**src/rtl/atsc_pkg.sv**
```systemverilog
`timescale 1ns / 1ps
package atsc_pkg;

    localparam int LANES      = 8;
    localparam int LANE_W     = 3;
    localparam int DATA_W     = 32;
    localparam int CFG_IDX_W  = 3;
    localparam int KGAIN_W    = 17;
    localparam int CNT_W      = 6;
    localparam int DIVD_W     = 49;
    localparam int ACC_W      = 65;

    localparam logic [CNT_W-1:0] DIV_STEPS = CNT_W'(DIVD_W);
    localparam logic [CNT_W-1:0] MUL_STEPS = CNT_W'(DATA_W);

    localparam logic [DATA_W-1:0] S32_MAX = 32'h7FFF_FFFF;
    localparam logic [DATA_W-1:0] S32_MIN = 32'h8000_0000;
    localparam logic [DATA_W-1:0] U32_MAX = 32'hFFFF_FFFF;

    // register reset values
    localparam logic [DATA_W-1:0]  RST_BASE_MIN  = 32'h0001_0000;
    localparam logic [DATA_W-1:0]  RST_BASE_MAX  = 32'h0001_0000;
    localparam logic [DATA_W-1:0]  RST_TAU_GAIN  = 32'h0001_0000;
    localparam logic [DATA_W-1:0]  RST_GROWTH    = 32'h0000_0000;
    localparam logic [DATA_W-1:0]  RST_KNEE_LVL  = 32'hFFFF_FFFF;
    localparam logic [KGAIN_W-1:0] RST_KNEE_GAIN = 17'h1_0000;
    localparam logic [DATA_W-1:0]  RST_RESET_LVL = 32'h0000_0000;

    // configuration register indexes
    localparam logic [CFG_IDX_W-1:0] CFG_BASE_MIN  = 3'd0;
    localparam logic [CFG_IDX_W-1:0] CFG_BASE_MAX  = 3'd1;
    localparam logic [CFG_IDX_W-1:0] CFG_TAU_GAIN  = 3'd2;
    localparam logic [CFG_IDX_W-1:0] CFG_GROWTH    = 3'd3;
    localparam logic [CFG_IDX_W-1:0] CFG_KNEE_LVL  = 3'd4;
    localparam logic [CFG_IDX_W-1:0] CFG_KNEE_GAIN = 3'd5;
    localparam logic [CFG_IDX_W-1:0] CFG_RESET_LVL = 3'd6;

    typedef enum logic [14:0] {
        S_IDLE    = 15'b000000000000001,
        S_LOAD    = 15'b000000000000010,
        S_DROPDIV = 15'b000000000000100,
        S_DROPCHK = 15'b000000000001000,
        S_TAUDIV  = 15'b000000000010000,
        S_TAUCHK  = 15'b000000000100000,
        S_GAINMUL = 15'b000000001000000,
        S_CLAMP   = 15'b000000010000000,
        S_GROWMUL = 15'b000000100000000,
        S_GROWCHK = 15'b000001000000000,
        S_KNEE    = 15'b000010000000000,
        S_KMUL    = 15'b000100000000000,
        S_KCHK    = 15'b001000000000000,
        S_FIN     = 15'b010000000000000,
        S_OUT     = 15'b100000000000000
    } t_state;

endpackage

```
**src/rtl/adaptive_time_step_controller.sv**
```systemverilog
`timescale 1ns / 1ps
// Handles one item at a time: s_tready is high only while idle, so no new energy
// is taken until the last step has been loaded into the output register.
// An unchanged energy skips both divisions and the gain and growth multiplies;
// a bit-serial divider and a shift-add multiplier do the arithmetic.
// Reset (i_rst_n low, synchronous) restores register defaults, clears each
// lane's energy and sets its step and limit to the default base values.
module adaptive_time_step_controller import atsc_pkg::*; (
    input  logic                 i_clk,
    input  logic                 i_rst_n,
    // configuration write port
    input  logic                 i_cfg_we,
    input  logic [CFG_IDX_W-1:0] i_cfg_idx,
    input  logic [DATA_W-1:0]    i_cfg_data,
    // input stream
    input  logic                 s_tvalid,
    output logic                 s_tready,
    input  logic [DATA_W-1:0]    s_tdata,   // [31:0] energy
    input  logic [LANE_W-1:0]    s_tuser,   // [2:0] lane
    // output stream
    output logic                 m_tvalid,
    input  logic                 m_tready,
    output logic [DATA_W-1:0]    m_tdata,   // [31:0] step_out
    output logic [LANE_W-1:0]    m_tuser    // [2:0] lane_out
);

    t_state r_state;

    logic [DATA_W-1:0]  r_base_min, r_base_max, r_tau_gain, r_growth, r_knee_lvl, r_reset_lvl;
    logic [KGAIN_W-1:0] r_knee_gain;

    logic [DATA_W-1:0] r_prev [LANES];
    logic [DATA_W-1:0] r_stp  [LANES];
    logic [DATA_W-1:0] r_lim  [LANES];

    logic [LANE_W-1:0] r_lane;
    logic [DATA_W-1:0] r_enew, r_eold, r_step, r_oldlim, r_newlim, r_drop, r_res;
    logic              r_neg;

    // serial divider and multiplier
    logic [DATA_W-1:0] r_rem, r_dvs;
    logic [DIVD_W-1:0] r_dq;
    logic [ACC_W-1:0]  r_acc;
    logic [DATA_W:0]   r_ma;
    logic [DATA_W-1:0] r_mb;
    logic [CNT_W-1:0]  r_cnt;

    logic                r_ovalid;
    logic [DATA_W-1:0]   r_ostep;
    logic [LANE_W-1:0]   r_olane;

    logic [DATA_W-1:0]   w_eold, w_s, w_m;
    logic signed [DATA_W:0] w_diff;
    logic [DATA_W:0]     w_absdiff;
    logic [DATA_W:0]     w_trial, w_sub;
    logic                w_ge;
    logic [ACC_W-1:0]    w_acc_nx;
    logic [DATA_W-1:0]   w_dropsat, w_tausat;
    logic                w_rst_cond;
    logic [DIVD_W:0]     w_growsum;
    logic signed [DATA_W:0] w_delta;
    logic signed [DIVD_W+1:0] w_klim;
    logic [DATA_W-1:0]   w_klimsat;

    always_comb begin
        w_eold    = r_prev[r_lane];
        w_s       = r_stp[r_lane];
        w_m       = r_lim[r_lane];
        w_diff    = $signed({w_eold[DATA_W-1], w_eold}) - $signed({r_enew[DATA_W-1], r_enew});
        w_absdiff = w_diff[DATA_W] ? (DATA_W+1)'(-w_diff) : (DATA_W+1)'(w_diff);

        // one restoring divide step
        w_trial = {r_rem, r_dq[DIVD_W-1]};
        w_ge    = w_trial >= {1'b0, r_dvs};
        w_sub   = w_trial - {1'b0, r_dvs};

        // one shift-add multiply step, multiplier taken MSB first
        w_acc_nx = {r_acc[ACC_W-2:0], 1'b0} + (r_mb[DATA_W-1] ? ACC_W'(r_ma) : ACC_W'(0));

        // saturate drop quotient to signed 32 bits
        if (!r_neg)
            w_dropsat = (r_dq > DIVD_W'(S32_MAX)) ? S32_MAX : r_dq[DATA_W-1:0];
        else
            w_dropsat = (r_dq > DIVD_W'(S32_MIN)) ? S32_MIN : (~r_dq[DATA_W-1:0] + 1'b1);

        w_tausat = (r_dq > DIVD_W'(S32_MAX)) ? S32_MAX : r_dq[DATA_W-1:0];

        w_rst_cond = ($signed(r_drop) < $signed(r_reset_lvl)) ||
                     r_eold[DATA_W-1] || (r_eold == '0) ||
                     r_enew[DATA_W-1] || (r_enew == '0);

        w_growsum = (DIVD_W+1)'(r_oldlim) + (DIVD_W+1)'(r_acc[ACC_W-1:16]);

        w_delta = $signed({1'b0, r_newlim}) - $signed({1'b0, r_oldlim});

        if (r_neg)
            w_klim = $signed((DIVD_W+2)'(r_oldlim)) - $signed((DIVD_W+2)'(r_acc[ACC_W-1:16]));
        else
            w_klim = $signed((DIVD_W+2)'(r_oldlim)) + $signed((DIVD_W+2)'(r_acc[ACC_W-1:16]));

        if (w_klim[DIVD_W+1])
            w_klimsat = '0;
        else if (w_klim[DIVD_W:DATA_W] != '0)
            w_klimsat = U32_MAX;
        else
            w_klimsat = w_klim[DATA_W-1:0];
    end

    // configuration writes
    always_ff @(posedge i_clk) begin
        if (!i_rst_n) begin
            r_base_min  <= RST_BASE_MIN;
            r_base_max  <= RST_BASE_MAX;
            r_tau_gain  <= RST_TAU_GAIN;
            r_growth    <= RST_GROWTH;
            r_knee_lvl  <= RST_KNEE_LVL;
            r_knee_gain <= RST_KNEE_GAIN;
            r_reset_lvl <= RST_RESET_LVL;
        end else if (i_cfg_we) begin
            case (i_cfg_idx)
                CFG_BASE_MIN:  r_base_min  <= i_cfg_data;
                CFG_BASE_MAX:  r_base_max  <= i_cfg_data;
                CFG_TAU_GAIN:  r_tau_gain  <= i_cfg_data;
                CFG_GROWTH:    r_growth    <= i_cfg_data;
                CFG_KNEE_LVL:  r_knee_lvl  <= i_cfg_data;
                CFG_KNEE_GAIN: r_knee_gain <= i_cfg_data[KGAIN_W-1:0];
                CFG_RESET_LVL: r_reset_lvl <= i_cfg_data;
                default: ;
            endcase
        end
    end

    // lane state: written once per item at the end of the update
    always_ff @(posedge i_clk) begin
        if (!i_rst_n) begin
            for (int i = 0; i < LANES; i++) begin
                r_prev[i] <= '0;
                r_stp[i]  <= RST_BASE_MIN;
                r_lim[i]  <= RST_BASE_MAX;
            end
        end else if (r_state == S_FIN) begin
            r_prev[r_lane] <= r_enew;
            r_stp[r_lane]  <= r_step;
            r_lim[r_lane]  <= r_newlim;
        end
    end

    // update sequencer
    always_ff @(posedge i_clk) begin
        if (!i_rst_n) begin
            r_state  <= S_IDLE;
            r_ovalid <= 1'b0;
        end else begin
            // load the output register, or drop it once its transfer completes
            if (r_state == S_OUT && (!r_ovalid || m_tready))
                r_ovalid <= 1'b1;
            else if (r_ovalid && m_tready)
                r_ovalid <= 1'b0;

            case (r_state)
                S_IDLE: begin
                    if (s_tvalid) begin
                        r_lane  <= s_tuser;
                        r_enew  <= s_tdata;
                        r_state <= S_LOAD;
                    end
                end
                S_LOAD: begin
                    r_eold   <= w_eold;
                    r_step   <= w_s;
                    r_oldlim <= w_m;
                    r_newlim <= w_m;
                    r_neg    <= w_diff[DATA_W];
                    if (r_enew == w_eold) begin
                        r_state <= S_KNEE;
                    end else if (w_s == '0) begin
                        r_drop  <= w_diff[DATA_W] ? S32_MIN : S32_MAX;
                        r_state <= S_DROPCHK;
                    end else begin
                        r_dq    <= {w_absdiff, 16'b0};
                        r_rem   <= '0;
                        r_dvs   <= w_s;
                        r_cnt   <= DIV_STEPS;
                        r_state <= S_DROPDIV;
                    end
                end
                S_DROPDIV, S_TAUDIV: begin
                    r_rem <= w_ge ? w_sub[DATA_W-1:0] : w_trial[DATA_W-1:0];
                    r_dq  <= {r_dq[DIVD_W-2:0], w_ge};
                    r_cnt <= r_cnt - 1'b1;
                    if (r_cnt == CNT_W'(1))
                        r_state <= (r_state == S_DROPDIV) ? S_DROPCHK : S_TAUCHK;
                    if (r_cnt == CNT_W'(1) && r_state == S_DROPDIV)
                        r_drop <= r_drop;
                end
                S_DROPCHK: begin
                    // the drop comes from the divider unless the step was zero
                    if (r_cnt == '0 && r_dvs != '0 && r_state == S_DROPCHK && r_step != '0)
                        r_drop <= w_dropsat;
                    r_state <= S_TAUCHK;
                    r_cnt   <= CNT_W'(63);
                end
                S_TAUCHK: begin
                    if (r_cnt == CNT_W'(63)) begin
                        // test reset and drop sign; launch tau divide if drop > 0
                        if (w_rst_cond) begin
                            r_step   <= r_base_min;
                            r_newlim <= r_base_max;
                            r_state  <= S_KNEE;
                        end else if (r_drop[DATA_W-1]) begin
                            r_step  <= '0;
                            r_state <= S_CLAMP;
                        end else if (r_drop == '0) begin
                            r_ma    <= {1'b0, r_tau_gain};
                            r_mb    <= S32_MAX;
                            r_acc   <= '0;
                            r_cnt   <= MUL_STEPS;
                            r_state <= S_GAINMUL;
                        end else begin
                            r_dq    <= {2'b0, r_eold[DATA_W-2:0], 16'b0};
                            r_rem   <= '0;
                            r_dvs   <= r_drop;
                            r_cnt   <= DIV_STEPS;
                            r_state <= S_TAUDIV;
                        end
                    end else begin
                        // tau quotient is ready: start the gain product
                        r_ma    <= {1'b0, r_tau_gain};
                        r_mb    <= w_tausat;
                        r_acc   <= '0;
                        r_cnt   <= MUL_STEPS;
                        r_state <= S_GAINMUL;
                    end
                end
                S_GAINMUL, S_GROWMUL, S_KMUL: begin
                    r_acc <= w_acc_nx;
                    r_mb  <= {r_mb[DATA_W-2:0], 1'b0};
                    r_cnt <= r_cnt - 1'b1;
                    if (r_cnt == CNT_W'(1)) begin
                        case (r_state)
                            S_GAINMUL: r_state <= S_CLAMP;
                            S_GROWMUL: r_state <= S_GROWCHK;
                            default:   r_state <= S_KCHK;
                        endcase
                    end
                end
                S_CLAMP: begin
                    logic [DATA_W-1:0] v_step;
                    if (r_step == '0 && r_drop[DATA_W-1])
                        v_step = '0;
                    else if (r_acc[ACC_W-1:48] != '0)
                        v_step = U32_MAX;
                    else
                        v_step = r_acc[47:16];
                    if (v_step >= r_oldlim) begin
                        r_step  <= r_oldlim;
                        r_ma    <= {1'b0, r_oldlim};
                        r_mb    <= r_growth;
                        r_acc   <= '0;
                        r_cnt   <= MUL_STEPS;
                        r_state <= S_GROWMUL;
                    end else begin
                        r_step   <= v_step;
                        r_newlim <= r_oldlim;
                        r_state  <= S_KNEE;
                    end
                end
                S_GROWCHK: begin
                    r_newlim <= (w_growsum[DIVD_W:DATA_W] != '0) ? U32_MAX : w_growsum[DATA_W-1:0];
                    r_state  <= S_KNEE;
                end
                S_KNEE: begin
                    if (r_newlim > r_knee_lvl) begin
                        r_neg   <= w_delta[DATA_W];
                        r_ma    <= w_delta[DATA_W] ? (DATA_W+1)'(-w_delta)
                                                   : (DATA_W+1)'(w_delta);
                        r_mb    <= DATA_W'(r_knee_gain);
                        r_acc   <= '0;
                        r_cnt   <= MUL_STEPS;
                        r_state <= S_KMUL;
                    end else begin
                        r_res   <= r_step;
                        r_state <= S_FIN;
                    end
                end
                S_KCHK: begin
                    r_newlim <= w_klimsat;
                    r_res    <= (w_klimsat < r_step) ? w_klimsat : r_step;
                    r_state  <= S_FIN;
                end
                S_FIN: begin
                    r_state <= S_OUT;
                end
                S_OUT: begin
                    // hold the result until the output register is free
                    if (!r_ovalid || m_tready) begin
                        r_ostep  <= r_res;
                        r_olane  <= r_lane;
                        r_state  <= S_IDLE;
                    end
                end
                default: r_state <= S_IDLE;
            endcase
        end
    end

    assign s_tready = (r_state == S_IDLE);
    assign m_tvalid = r_ovalid;
    assign m_tdata  = r_ostep;
    assign m_tuser  = r_olane;

endmodule

```
**config.mk**
```make
export PLATFORM = sky130hd
export DESIGN_NAME = adaptive_time_step_controller
export DESIGN_NICKNAME = d
export VERILOG_FILES = /design/src/rtl/atsc_pkg.sv /design/src/rtl/adaptive_time_step_controller.sv
export SDC_FILE = /design/constraint.sdc
export NUM_CORES = 2
export LEC_CHECK = 0
export BUFFER_PORTS_ARGS = -buffer_cell sky130_fd_sc_hd__buf_4
export CAP_MARGIN = 0
export CORE_UTILIZATION = 60
export DETAILED_ROUTE_END_ITERATION = 8
export PLACE_DENSITY_LB_ADDON = 0.05
export SLEW_MARGIN = 20
export SYNTH_ARGS = -nofsm -noshare
export SYNTH_HDL_FRONTEND = slang
export SYNTH_SLANG_ARGS = --single-unit
```
**constraint.sdc**
```tcl
create_clock -name i_clk -period 16.1 [get_ports i_clk]
set_clock_uncertainty 0.2 [all_clocks]
set_input_delay 2.415 -clock i_clk [delete_from_list [all_inputs] [get_ports i_clk]]
set_output_delay 2.415 -clock i_clk [all_outputs]
set_load 0.01 [all_outputs]
```
==> run metrics <==
status=finished, final reports clean; final core occ=66.3%; DR vias/cell=6.94; post-synthesis cell type count=97; mapped cell area=82400 sq um; synth-to-layout area growth=9.25%; placed cell count=8981; # setup viols final=0; CP Max Fanout=33; Crit Path Category=reg2reg; Core Region=136000 sq um; layout cell share with drive strength beyond 1=11.2%; final period utilization=53.1%; pwr dens=101 nW/um^2; HP Class=reg2reg; design area=90000 sq um; Clock Latency Late Sink=0.81 ns; first-pass GRT wire length=415 mm; Seq/Total Area, Yosys=52.2%; Avg Cell Area, Syn=11.1 sq um; Async SR Flop Fraction=0%; Yosys top cell by area=edfxtp_1; final cell count without fillers=9276; post_cts resized=0; GR peak layer=met1; # hold bufs at CTS=0; Max Fclk=117 MHz; final count of hold timing violations=0; worst slack, placed=7.73 ns; vias after detailed routing=64400; CP startpoint kind=flip-flop; Die Span Y=373 um; M3 GR Usage=13.3%; largest net degree at the start of global routing=118; EDFF count, synth=1280; Buffers on Ports=111; gr usage total=41.5%; unrepaired setup endpoints after global routing=false; max_slew headroom=15.7%; clk root buf=clkbuf_16; placer congestion estimate=1.05; Max Buffers Root-to-Sink=3; commonest non-fill, non-tap cells in the layout=1280 x edfxtp_1, 602 x nand2_1, 476 x nor3_1; vias in the first global route=59300; grt ovf=0; CTS H-tree lvls=4; initial antenna violation count=21; Synth area leaders=edfxtp_1 47%, dfxtp_1 5.5%, mux4_2 5.2%; critical path's slowest cell=o41ai_4; DIE WIDTH=373 um; Total Wirelength=291 mm; CTS Buf Count=159; Worst Max-Slew Pin Slew=1.24 ns; CTS tree=built; Mapped Cells=7453; Routed Antenna Nets=0; static leakage=32.2 nW; Hold Slack=0.266 ns; Ports=112; crit path DAT=8.91 ns; CP max stage delay=0.71 ns; Reg clk slew, reported paths=0.06 ns; Setup Fix Bufs, Post-CTS=0; met1 Use GR=59.0%; WL per Instance=31.3 um; DP Area=84800 sq um; Initial Utilization=60.7%; area of the die=139000 sq um; fin crit period=8.56 ns; Syn Nets=7859; clk sink count=1508; Worst setup EP type=flip-flop; register bit total from synthesis=1508; DRT Pass-1 Iters=6; Max VDD drop=95.3 uV; Synth top area share=46.7%; total of max-cap violations=0; fin. max-slew vios=0; setup TNS=0 ns; final setup margin=7.54 ns; most common cell after layout, fill and taps aside=edfxtp_1; final net count=7768; Initial DRC Count=9485; DPL Wire Length=203 mm; Worst EP required=16.45 ns; Site Rows=135; Synthesis Warnings=0; met2 track utilization from global routing=57.9%; drt drc=0; Power Total=9.11 mW; top_reg_cell synth=edfxtp_1
state kept, by name, indices dropped and copies added (netlist names), 33 cells and up, named ones only:
register and count:
r_dq 49, r_prev 256, r_lim 256, r_ma 33, r_stp 256, r_acc 65
cell families after synthesis:
group | count (synthesis) | synth area share, %
AOI/OAI and AO/OA | 1614 | 12.9
xor gates and xnor gates | 243 | 2.58
adders and majority gates | 332 | 5.09
buffers and inverters | 829 | 3.86
DFF | 1508 | 52.2
muxes | 398 | 7.99
and+or+nand+nor | 2529 | 15.3
area by class of cell:
class	count	area [sq um]
Sequential cell	1508	43000
Clock inverter	83	875
Clock buffer	202	4210
Tap cell	1781	2230
Inverter	337	1260
Multi-Input combinational cell	5116	36600
Timing Repair Buffer	240	1830
Fill cell	10400	45800
Antenna cell	9	22.5
cell usage after synthesis, drive strengths merged, types with 12 or more instances:
master      n
o22ai      12
a21boi    190
a221oi     13
o21ai     354
a22oi     109
nand3      83
and3       34
xor2       84
and2      317
mux2i     129
nor2b      76
xnor2     159
a222oi     17
mux2       77
o21a       96
clkbuf    425
a211o      34
nand3b     17
o211ai     61
o21bai     18
buf        67
nor4      208
a31oi      32
o31ai      28
ha        325
nand2     605
a211oi     33
edfxtp   1280
nor3b      14
nor2      452
nand2b     48
nand4      91
clkinv     64
nor3      480
mux4      192
a21o      125
or2        17
or3        43
inv       273
a2111oi    16
dfxtp     228
or4        15
a21oi     359
worst max-delay path: cells and delay by family (launching register included):
kind | cells | cell delay (ns)
flip-flops | 1 | 0.48
AND/OR/NAND/NOR | 9 | 2.05
buffers and inverters | 3 | 1.02
multiplexers | 1 | 0.39
AO/OA/AOI/OAI | 11 | 3.32
adder cells (fa/ha/maj) | 2 | 0.79
final timing paths:
path                                               endpoint                        start  slack (ns)  cells past startpoint
worst max register to register           r_res[1]$_DFFE_PP_        r_oldlim[7]$_DFFE_PP_        7.54                     26
worst max-delay path                     r_res[1]$_DFFE_PP_        r_oldlim[7]$_DFFE_PP_        7.54                     26
worst min register to register  r_base_min[24]$_SDFFE_PN0P_  r_base_min[24]$_SDFFE_PN0P_        0.27                      2
worst min-delay path            r_base_min[24]$_SDFFE_PN0P_  r_base_min[24]$_SDFFE_PN0P_        0.27                      2
report_power, final:
| group | switching, mW | internal, mW | leakage (nW) |
|---|---|---|---|
| logic | 0.702 | 0.359 | 15.3 |
| registers | 0.0623 | 4.35 | 14.4 |
| clock network | 1.62 | 2.01 | 2.47 |
routing by layer:
| layer | vias to the layer above | part of all wire (%) |
|---|---|---|
| li1 | 27700 | - |
| met4 | 8 | 5.2 |
| met3 | 675 | 14 |
| met5 | - | 0.019 |
| met2 | 4232 | 42 |
| met1 | 31700 | 39 |
No activity file was read; power rests on OpenSTA's default activity.
